==> src/sprite_sort_and_batch_unit_assert.svh <==
// Assertion macros shared by the RTL
`ifndef SPRITE_SORT_AND_BATCH_UNIT_ASSERT_SVH
`define SPRITE_SORT_AND_BATCH_UNIT_ASSERT_SVH
// antecedent implies consequent in the same cycle
`define SSB_ASSERT_IMP(lbl, clk, rstn, a, c) \
	lbl: assert property (@(posedge clk) disable iff (!rstn) (a) |-> (c)) \
		else $error("assertion failed");
// antecedent implies consequent in the next cycle
`define SSB_ASSERT_NXT(lbl, clk, rstn, a, c) \
	lbl: assert property (@(posedge clk) disable iff (!rstn) (a) |=> (c)) \
		else $error("assertion failed");
`endif

==> src/ssb_pkg.sv <==
// ----------------------------------------------------------------------------
// ssb_pkg
// Types, constants and compare function of the sprite sorter.
// ----------------------------------------------------------------------------
`default_nettype none
package ssb_pkg;
	localparam int SSB_MAX_SPRITES = 32;
	localparam int VERTS_PER_SPRITE = 6;
	localparam int SSB_IW = 6;  // index width, covers up to 64 cells
	localparam int SSB_LW = 7;  // run length width

	localparam logic [1:0] MODE_LOAD = 2'd0;
	localparam logic [1:0] MODE_DASC = 2'd1;
	localparam logic [1:0] MODE_DDSC = 2'd2;
	localparam logic [1:0] MODE_TASC = 2'd3;

	localparam logic [2:0] OP_HOLD  = 3'd0;
	localparam logic [2:0] OP_LOAD  = 3'd1;
	localparam logic [2:0] OP_SORT  = 3'd2;
	localparam logic [2:0] OP_LEN   = 3'd3;
	localparam logic [2:0] OP_SHIFT = 3'd4;

	typedef struct packed {
		logic               v;
		logic signed [15:0] depth;
		logic [31:0]        tex;
		logic [SSB_IW-1:0]  idx;
		logic               st;
		logic [SSB_LW-1:0]  len;
	} ssb_rec_t;

	// a strictly ahead of b
	function automatic logic ssb_before(input ssb_rec_t a, input ssb_rec_t b,
			input logic [1:0] mode);
		logic r;
		case (mode)
			MODE_DASC: r = a.depth < b.depth;
			MODE_DDSC: r = a.depth > b.depth;
			MODE_TASC: r = a.tex < b.tex;
			default:   r = 1'b0;
		endcase
		return r;
	endfunction
endpackage
`default_nettype wire

==> src/ssb_cell.sv <==
// ----------------------------------------------------------------------------
// ssb_cell
// One slot of the sorting chain: load, odd-even exchange, run length, shift.
// ----------------------------------------------------------------------------
`default_nettype none
module ssb_cell import ssb_pkg::*; #(
	parameter int IDX = 0,
	parameter int N   = SSB_MAX_SPRITES
) (
	input  wire logic        clk,
	input  wire logic        arst_n,
	input  wire logic [2:0]  op,
	input  wire logic        ld,
	input  wire logic        par,
	input  wire logic [1:0]  mode,
	input  wire ssb_rec_t    ld_rec,
	input  wire ssb_rec_t    lft,
	input  wire ssb_rec_t    rgt,
	output ssb_rec_t         rec
);
	localparam logic ODD = 1'((IDX % 2) == 1);
	localparam logic HAS_R = (IDX < N - 1);
	localparam logic HAS_L = (IDX > 0);

	ssb_rec_t rec_q;
	logic pair_l, pair_r;

	assign pair_l = HAS_R && (ODD == par);
	assign pair_r = HAS_L && (ODD != par);
	assign rec = rec_q;

	always_ff @(posedge clk or negedge arst_n) begin
		if (!arst_n) begin
			rec_q.v <= 1'b0;
		end else begin
			case (op)
				OP_LOAD: begin
					if (ld) begin
						rec_q.v     <= 1'b1;
						rec_q.depth <= ld_rec.depth;
						rec_q.tex   <= ld_rec.tex;
						rec_q.idx   <= ld_rec.idx;
					end
				end
				OP_SORT: begin
					// exchange only on strict order keeps the sort stable
					if (pair_l && rgt.v && ssb_before(rgt, rec_q, mode)) begin
						rec_q <= rgt;
					end else if (pair_r && rec_q.v && ssb_before(rec_q, lft, mode)) begin
						rec_q <= lft;
					end
				end
				OP_LEN: begin
					rec_q.st  <= !lft.v || (lft.tex != rec_q.tex);
					rec_q.len <= SSB_LW'(1) + ((rgt.v && rgt.tex == rec_q.tex) ?
						rgt.len : SSB_LW'(0));
				end
				OP_SHIFT: rec_q <= rgt;
				default: ;
			endcase
		end
	end
endmodule
`default_nettype wire

==> config.mk <==
export PLATFORM = sky130hd
export DESIGN_NAME = ssb_cell
export DESIGN_NICKNAME = d
export VERILOG_FILES = /design/src/sprite_sort_and_batch_unit_assert.svh /design/src/ssb_pkg.sv /design/src/ssb_cell.sv
export SDC_FILE = /design/constraint.sdc
export NUM_CORES = 1
export LEC_CHECK = 0
export BUFFER_PORTS_ARGS = -buffer_cell sky130_fd_sc_hd__buf_2
export CAP_MARGIN = 15
export CORE_MARGIN = 10
export CORE_UTILIZATION = 49
export DETAILED_ROUTE_END_ITERATION = 8
export HOLD_SLACK_MARGIN = 0.12
export PLACE_DENSITY = 0.87
export SETUP_SLACK_MARGIN = 0.3
export SLEW_MARGIN = 10
export SYNTH_ARGS = -nofsm -noshare
export SYNTH_HDL_FRONTEND = slang
export SYNTH_SLANG_ARGS = --single-unit
==> constraint.sdc <==
create_clock -name clk -period 6.7 [get_ports clk]
set_clock_uncertainty 0.2 [all_clocks]
set_input_delay 0 -clock clk [delete_from_list [all_inputs] [get_ports clk]]
set_output_delay 0 -clock clk [all_outputs]
set_load 0.01 [all_outputs]
**Word level (Yosys, flattened, before mapping)**

Index checks and enable logic that the tools add are counted.

- Add/sub/neg operators: 1
- $lt $le $gt $ge: 3
- Equal/unequal tests: 11
- Muxes and demuxes: 7
- Bitwise operators: 1
- Reduce and logical (&&, ||, !) cells: 10

Operators by type and width:

| cell | number |
|---|---|
| one-hot mux 55 bit (3 select lines) | 1 |
| two-way mux 63 bit | 1 |
| two-way mux 55 bit | 1 |
| equality test 32 bit | 1 |
| < comparator 32 bit | 1 |
| inequality test 32 bit | 1 |
| one-hot mux 8 bit (3 select lines) | 1 |
| greater-than comparator 16 bit | 1 |
| < comparator 16 bit | 1 |
| adder 1 x 7 -> 7 bit (first input constant) | 1 |
| two-way mux 7 bit | 1 |
| equality test 3 x 2 -> 1 bit (second input constant) | 2 |
| AND reduction 3 bit | 2 |
| nonzero test 3 bit | 2 |
| equality test 2 bit (second input constant) | 2 |
| inequality test 2 bit (second input constant) | 2 |
| AND reduction 4 bit | 1 |
| equality test 3 x 1 -> 1 bit (second input constant) | 1 |
| equality test 3 bit (second input constant) | 1 |
| logical AND 1 bit | 3 |
| one-hot mux 1 bit (3 select lines) | 1 |
| equality test 2 x 1 -> 1 bit (second input constant) | 1 |
| logical NOT 1 bit | 1 |
| logical OR 1 bit | 1 |
| 2 further kinds | 2 |

- Bits in registers: 63
- Output and inout port bits: 63

**Depth between registers and ports, before layout**

Gate-level depths: netlist of the first run.

- Depth after elaboration: 6
- Depth in mapped cells: 12
- Mapped depth without buffers: 12

**Least setup slack after synthesis of the first run**

No wires, ideal clock.

- Path kind: register -> register
- From: register rec_q, in the netlist rec[25]
- To: register rec_q, in the netlist rec[10] (enable)
- Library setup time: 0.413 ns
- Arrival: 2.909 ns
- Data required time: 6.087 ns
- Path slack: 3.178 ns
- Cell stages (with the launch flop): 9
- Path buffers: 0
- Path through: edfxtp_1 > inv_1 > ha_1 > nand4_1 > nor4_4 > a21boi_0 > o41ai_1 > a32oi_1 > nand2_1

- Cells in the longest elaborated chain, start to end: 6

RTL lines:

| element | RTL line | RTL |
|---|---|---|
| start: declaration | ssb_cell.sv:25 | `ssb_rec_t rec_q;` |
| start signal: assignment | ssb_cell.sv:48 | `rec_q <= rgt;` |
| start signal: assignment | ssb_cell.sv:50 | `rec_q <= lft;` |
| start signal: assignment | ssb_cell.sv:58 | `OP_SHIFT: rec_q <= rgt;` |
| < comparator 32 bit | ssb_pkg.sv:39 | `MODE_TASC: r = a.tex < b.tex;` |
| one-hot mux 1 bit (3 select lines) | ssb_pkg.sv:36 | `case (mode)` |
| two-way mux 1 bit | ssb_cell.sv:36 | `case (op)` |
| logical AND 1 bit | ssb_cell.sv:47 | `if (pair_l && rgt.v && ssb_before(rgt, rec_q, mode)) begin` |
| inequality test 2 bit (no line) | -- |  |
| AND reduction 4 bit (no line) | -- |  |

No other way between the ends. The select of a mux whose other input is x is not followed.
A chain may end at the register's enable or synchronous reset.

**Worst setup path after layout of the first run**

- From: register rec_q, in the netlist rec[41]
- To: register rec_q, in the netlist rec[4], data pin

- Cells in the longest elaborated chain, start to end: 5

RTL lines:

| element | RTL line | RTL |
|---|---|---|
| equality test 32 bit | ssb_cell.sv:55 | `rec_q.len <= SSB_LW'(1) + ((rgt.v && rgt.tex == rec_q.tex) ?` |
| logical AND 1 bit | ssb_cell.sv:55 |  |
| two-way mux 7 bit | ssb_cell.sv:55 |  |
| adder 1 x 7 -> 7 bit | ssb_cell.sv:55 |  |
| one-hot mux 8 bit (3 select lines) | ssb_cell.sv:36 |  |

No other way between the ends.

==> flow_metrics.env, run 1 <==
export IMPL_critPathCaptureType="flop"
export IMPL_yosysSeqAreaShare_pct=41.3
export IMPL_met2_usage_pct=48.5
export IMPL_dieArea_um2=13600
export IMPL_postLayoutCellArea_um2=7270
export IMPL_use_met1_pct=27.2
export IMPL_async_reset_ff_share_pct=1.59
export IMPL_ir_worst_vdd_mv=0.117
export IMPL_area_growth_pct=59.2
export IMPL_fillCellCount=553
export IMPL_internal_power_mw=0.811
export IMPL_largest_reg_flops=63
export IMPL_overflow=0
export IMPL_clk_path_buf_depth=2
export IMPL_post_route_min_period_ns=4.18
export IMPL_grt_pass1_vias=5375
export IMPL_clk_pin_slew_ns=0.08
export IMPL_initial_core_util_pct=49.9
export IMPL_cts_inserted_buffers=9
export IMPL_ys_ff_latch=63
export IMPL_cts_htree_levels=3
export IMPL_avgRoutedWirePerCell_um=21.3
export IMPL_drt_total_wl_um=18700
export IMPL_setup_violations=0
export IMPL_core_area_um2=9150
export IMPL_num_io_pins=261
export IMPL_clk_latency_ns=0.34
export IMPL_hpwl_um=12300
export IMPL_chipHeight_um=117
export IMPL_via_per_inst=5.52
export IMPL_setup_tns_ns=0
export IMPL_cp_data_required_time_ns=6.60
export IMPL_postSynthCellCount=400
export IMPL_layout_core_utilization_pct=79.5
export IMPL_p_clk_share_pct=30.2
export IMPL_dr_pass1_iters=5
export IMPL_fmax_mhz=239
export IMPL_pwr_share_comb_pct=28.5
export IMPL_power_density_nw_per_um2=156
export IMPL_synthDistinctLibCells=46
export IMPL_hp_class="input port to flop"
export IMPL_status="finished, final reports clean"
export IMPL_switchingPower_mw=0.321
export IMPL_row_count=35
export IMPL_drcViolationCount=0
export IMPL_dr_first_iter_drc_count=314
export IMPL_p_seq_share_pct=41.3
export IMPL_ant_nets=0
export IMPL_synth_nets=647
export IMPL_dpl_cell_area_um2=5780
export IMPL_slew_violations=0
export IMPL_cp_arrival_ns=4.07
export IMPL_synth_edf_count=62
export IMPL_syn_avg_cell_area_um2=11.4
export IMPL_p_leak_nw=3.36
export IMPL_switching_share_pct=28.3
export IMPL_root_buffer="clkbuf_8"
export IMPL_critPathKind="flop to flop"
export IMPL_grt_usage_pct=27.0
export IMPL_clock_sinks=63
export IMPL_ys_warn_count=0
export IMPL_grt_max_degree=35
export IMPL_fin_crit_sh_pct=62.3
export IMPL_layout_drive_gt1_share_pct=40.2
export IMPL_p_total_mw=1.13
export IMPL_max_slew_margin_pct=45.6
export IMPL_antenna_found_initial=2
export IMPL_gr_usage_met3_pct=9.19
export IMPL_worstMarginPinSlew_ns=0.817
export IMPL_synth_top_flop_cell="edfxtp_1"
export IMPL_gp_congestion=0.868
export IMPL_cts_tree="built"
export IMPL_grt_pass1_wl_um=28300
export IMPL_synth_area_um2=4570
export IMPL_via_count=4830
export IMPL_port_buffers=221
export IMPL_busiest_layer="met2"
export IMPL_nets=1004
export IMPL_rsz0062_at_grt="false"
export IMPL_dieWidth_um=117
export IMPL_cp_max_fo=8
export IMPL_startpoint_type="flop"
export IMPL_hold_violations=0
export IMPL_cap_viol_max_count=0
final cells by class:
type                    instances  area (µm²)  area share, %
diodes                          2        5.00         0.0688
clock buffers                   9         124           1.70
clock inverters                 7        73.8           1.01
inverters                      51         191           2.63
multi-input cells             280        2440           33.6
flip-flops and latches         63        1890           25.9
well taps                     111         139           1.91
repair buffers                352        2410           33.2
what timing repair did:
action,4_1_cts,5_1_grt
hold endpoints to repair,72,0
gates resized for setup,0,0
buffers inserted,0,0
hold buffers,129,0
cell usage after synthesis (4+ instances only):
cell / number / area, µm²
xor2_1: 9 / 78.8
nand3_1: 6 / 30.0
nand2_1: 18 / 67.6
inv_1: 51 / 191
nor2_1: 7 / 26.3
edfxtp_1: 62 / 1860
nand4_2: 4 / 50.1
o21ai_0: 13 / 65.1
a21oi_1: 28 / 140
nor4_1: 4 / 25.0
nand2b_1: 4 / 25.0
xnor2_1: 24 / 210
buf_6: 4 / 45.0
nor2b_1: 5 / 31.3
ha_1: 49 / 613
mux2_2: 54 / 608
nand4_1: 16 / 100
power groups by stage:
stage	Clock (mW)	Sequential, mW	Combinational [mW]
after global placement	0	0.474	0.214
after detailed placement	0	0.475	0.224
after CTS	0.342	0.466	0.307
after global routing	0.362	0.469	0.347
after floorplan	0	0.481	0.119
final	0.342	0.467	0.323
final timing paths:
kind	from	endpoint	slack, ns	cells after the start
min in group asynchronous	arst_n	rec[62]	0.42	3
min reg2reg	rec[62]	rec[62]	1.04	3
max	rec[41]	rec[4]	2.52	13
max reg2reg	rec[41]	rec[4]	2.52	13
max in group asynchronous	arst_n	rec[62]	5.78	3
min	op[1]	rec[1]	0.16	3
through the flow:
step,hold slack (ns),setup slack [ns],cells
after global placement,-0.404,3.10,728
after floorplan,-0.496,3.18,400
after global routing,0.201,2.33,875
final,0.163,2.52,875
after CTS,0.131,2.72,873
after detailed placement,-0.402,3.05,728
critical path: stages (launching register included):
cell           delay [ns]
edfxtp_1             0.39
inv_1                0.06
ha_1                 0.33
nand4_2              0.15
nor4_4               0.39
nand4_2              0.29
nor2_1               0.19
ha_1                 0.22
and3_1               0.24
o21ai_0              0.09
nand2_1              0.08
dlygate4sd3_1        0.57
o21ai_0              0.13
dlygate4sd3_1        0.58
metal layers:
layer,routed length (µm),vias up
li1,-,2194
met1,6490,2271
met2,9380,295
met3,1890,70
met4,904,0
met5,0,-
cell families after synthesis:
kind of cell	synth area share [%]
muxes	13.5
xor gates and xnor gates	6.33
and+or+nand+nor	11.0
adders and majority gates	13.4
buffers and inverters	5.45
AOI/OAI and AO/OA	8.98
DFF	41.3
cells in the final DEF (no fill, tap or decap), types with 7 or more instances in the layout:
| cell | synthesis | layout |
|---|---|---|
| dlygate4sd3_1 | 0 | 129 |
| inv_1 | 51 | 51 |
| mux2_2 | 54 | 54 |
| xor2_1 | 9 | 9 |
| edfxtp_1 | 62 | 62 |
| nor2_1 | 7 | 7 |
| xnor2_1 | 24 | 24 |
| o21ai_0 | 13 | 13 |
| nand4_1 | 16 | 16 |
| clkbuf_8 | 0 | 9 |
| buf_2 | 1 | 221 |
| a21oi_1 | 28 | 28 |
| nand2_1 | 18 | 17 |
| ha_1 | 49 | 49 |
Power figures use the tool's default switching activity.
==> run 2, diff against run 1 <==
--- a/config.mk
+++ b/config.mk
@@ -8,10 +8,10 @@
 export BUFFER_PORTS_ARGS = -buffer_cell sky130_fd_sc_hd__buf_2
 export CAP_MARGIN = 15
 export CORE_MARGIN = 10
-export CORE_UTILIZATION = 49
+export CORE_UTILIZATION = 45
 export DETAILED_ROUTE_END_ITERATION = 8
 export HOLD_SLACK_MARGIN = 0.12
-export PLACE_DENSITY = 0.87
+export PLACE_DENSITY = 0.81
 export SETUP_SLACK_MARGIN = 0.3
 export SLEW_MARGIN = 10
 export SYNTH_ARGS = -nofsm -noshare
==> constraint.sdc (replaced) <==
create_clock -name clk -period 3.9 [get_ports clk]
set_clock_uncertainty 0.2 [all_clocks]
set_input_delay 0 -clock clk [delete_from_list [all_inputs] [get_ports clk]]
set_output_delay 0 -clock clk [all_outputs]
set_load 0.01 [all_outputs]
==> flow_metrics.env, run 2 (synthesis results as in run 1) <==
export IMPL_grt_max_degree=55
export IMPL_internal_power_mw=1.39
export IMPL_regToRegEndpoint="rec[4]"
export IMPL_core_area_um2=9820
export IMPL_rrSetupSlack_ns=0.44
export IMPL_num_io_pins=261
export IMPL_grt_usage_pct=23.1
export IMPL_cap_viol_max_count=0
export IMPL_overflow=0
export IMPL_area_growth_pct=60.9
export IMPL_status="finished, final reports clean"
export IMPL_cp_slowest_stage_delay_ns=0.56
export IMPL_drt_total_wl_um=17500
export IMPL_p_total_mw=1.90
export IMPL_slowest_stage="dlygate4sd3_1"
export IMPL_dpl_cell_area_um2=5830
export IMPL_ant_nets=0
export IMPL_holdPathStages=3
export IMPL_layout_core_utilization_pct=74.9
export IMPL_pre_cts_ws_ns=0.649
export IMPL_grt_pass1_wl_um=26900
export IMPL_p_leak_nw=3.39
export IMPL_clk_path_buf_depth=2
export IMPL_cts_tree="built"
export IMPL_final_common_cell="buf_2"
export IMPL_cts_htree_levels=3
export IMPL_drcViolationCount=0
export IMPL_fmax_mhz=289
export IMPL_final_cell_mix="buf_2 (221), dlygate4sd3_1 (129), edfxtp_1 (62), mux2_2 (54), inv_1 (51)"
export IMPL_slew_violations=0
export IMPL_via_per_inst=5.15
export IMPL_via_count=4648
export IMPL_antenna_found_initial=1
export IMPL_post_route_min_period_ns=3.46
export IMPL_hpwl_um=12200
export IMPL_dr_pass1_iters=5
export IMPL_layout_drive_gt1_share_pct=40.4
export IMPL_fin_crit_sh_pct=88.6
export IMPL_cp_max_fo=6
export IMPL_rsz0062_at_grt="false"
export IMPL_critPathTopFamily="simple AND/OR/NAND/NOR gates"
export IMPL_setup_ws_ns=0.444
export IMPL_hold_violations=0
export IMPL_p_seq_share_pct=42.2
export IMPL_nets=1010
export IMPL_initial_core_util_pct=46.5
export IMPL_ff2ff_path_depth=12
export IMPL_chipHeight_um=121
export IMPL_grt_pass1_vias=5165
export IMPL_min_from="op[1]"
export IMPL_row_count=36
export IMPL_r2r_start="rec[37]"
export IMPL_timing_hold_worst_endpoint="rec[2]"
export IMPL_setup_violations=0
export IMPL_worstMarginPinSlew_ns=0.841
export IMPL_clk_pin_slew_ns=0.07
export IMPL_switchingPower_mw=0.511
export IMPL_critPathKind="flop to flop"
export IMPL_hp_class="input port to flop"
export IMPL_p_clk_share_pct=28.9
export IMPL_power_density_nw_per_um2=258
export IMPL_startpoint_type="flop"
export IMPL_switching_share_pct=26.9
export IMPL_dieWidth_um=121
export IMPL_root_buffer="clkbuf_8"
export IMPL_postLayoutCellArea_um2=7350
export IMPL_cp_arrival_ns=3.33
export IMPL_avgRoutedWirePerCell_um=19.4
export IMPL_path_cells="inv_1 -> ha_1 -> nand4_1 -> nor4_4 -> nand4_4 -> nor2_1 -> ha_1 -> and3_4 -> o21ai_0 -> nand2_1 -> o21ai_0 -> dlygate4sd3_1"
export IMPL_gp_congestion=0.903
export IMPL_pwr_share_comb_pct=28.9
export IMPL_setup_tns_ns=0
export IMPL_cp_data_required_time_ns=3.78
export IMPL_dieArea_um2=14600
export IMPL_largest_reg_flops=63
export IMPL_dr_first_iter_drc_count=323
export IMPL_max_slew_margin_pct=43.2
export IMPL_port_buffers=221
export IMPL_clock_sinks=63
export IMPL_clk_latency_ns=0.34
export IMPL_ir_worst_vdd_mv=0.146
export IMPL_cp_num_buf_inv=2
export IMPL_critPathCaptureType="flop"
export IMPL_cts_inserted_buffers=9
[run 2: cell type report]
| cell class | instances | area (µm²) |
|---|---|---|
| Sequential cell | 63 | 1890 |
| Inverter | 51 | 191 |
| Antenna cell | 1 | 2.50 |
| Multi-Input combinational cell | 280 | 2450 |
| Timing Repair Buffer | 358 | 2470 |
| Fill cell | 656 | 2470 |
| Tap cell | 133 | 166 |
| Clock buffer | 10 | 128 |
| Clock inverter | 6 | 51.3 |
[run 2: worst max-delay path by stage]
| stage | startpoint | endpoint | slack [ns] | depth (start not counted) |
|---|---|---|---|---|
| 2_1_floorplan | rec[25] | rec[10] | 0.38 | 8 |
| 3_3_place_gp | rec[40] | rec[6] | 0.77 | 12 |
| 3_5_place_dp | rec[25] | rec[6] | 0.65 | 12 |
| 4_1_cts | rec[25] | rec[4] | 0.41 | 12 |
| 5_1_grt | rec[37] | rec[4] | 0.28 | 12 |
| 6_report | rec[37] | rec[4] | 0.44 | 12 |
[run 2: metrics by stage]
stage          hold slack (ns)  instances
2_1_floorplan           -0.496        400
3_3_place_gp            -0.404        751
3_5_place_dp            -0.403        751
4_1_cts                  0.145        896
5_1_grt                  0.231        902
6_report                 0.188        902
[run 2: worst reg2reg max path, cell delays in order (launching register included)]
cell and delay [ns]:
edfxtp_1 0.40, inv_1 0.06, ha_1 0.31, nand4_1 0.20, nor4_4 0.41, nand4_4 0.19
nor2_1 0.15, ha_1 0.23, and3_4 0.22, o21ai_0 0.09, nand2_1 0.11, o21ai_0 0.07
dlygate4sd3_1 0.56
[run 2: power groups by stage]
stage	Sequential, mW	Combinational, mW	Clock [mW]
floorplan	0.827	0.204	0
global placement	0.814	0.373	0
detailed placement	0.815	0.389	0
CTS	0.800	0.530	0.563
global route	0.803	0.591	0.591
finish	0.801	0.548	0.549
[run 2: metal layers]
metal / up-vias / track usage (%) / routed length (µm)
met4: 0 / 8.60 / 550
met3: 48 / 6.33 / 1390
li1: 2201 / - / -
met1: 2162 / 23.8 / 6500
met5: - / 0 / 0
met2: 237 / 43.4 / 9050
[run 2: repair_timing]
| action | in CTS | in global routing |
|---|---|---|
| resized for setup | 0 | 2 |
| buffers inserted | 0 | 5 |
| setup endpoints to repair | 0 | 1 |
| hold endpoints to repair | 72 | 0 |
| hold buffers | 129 | 0 |
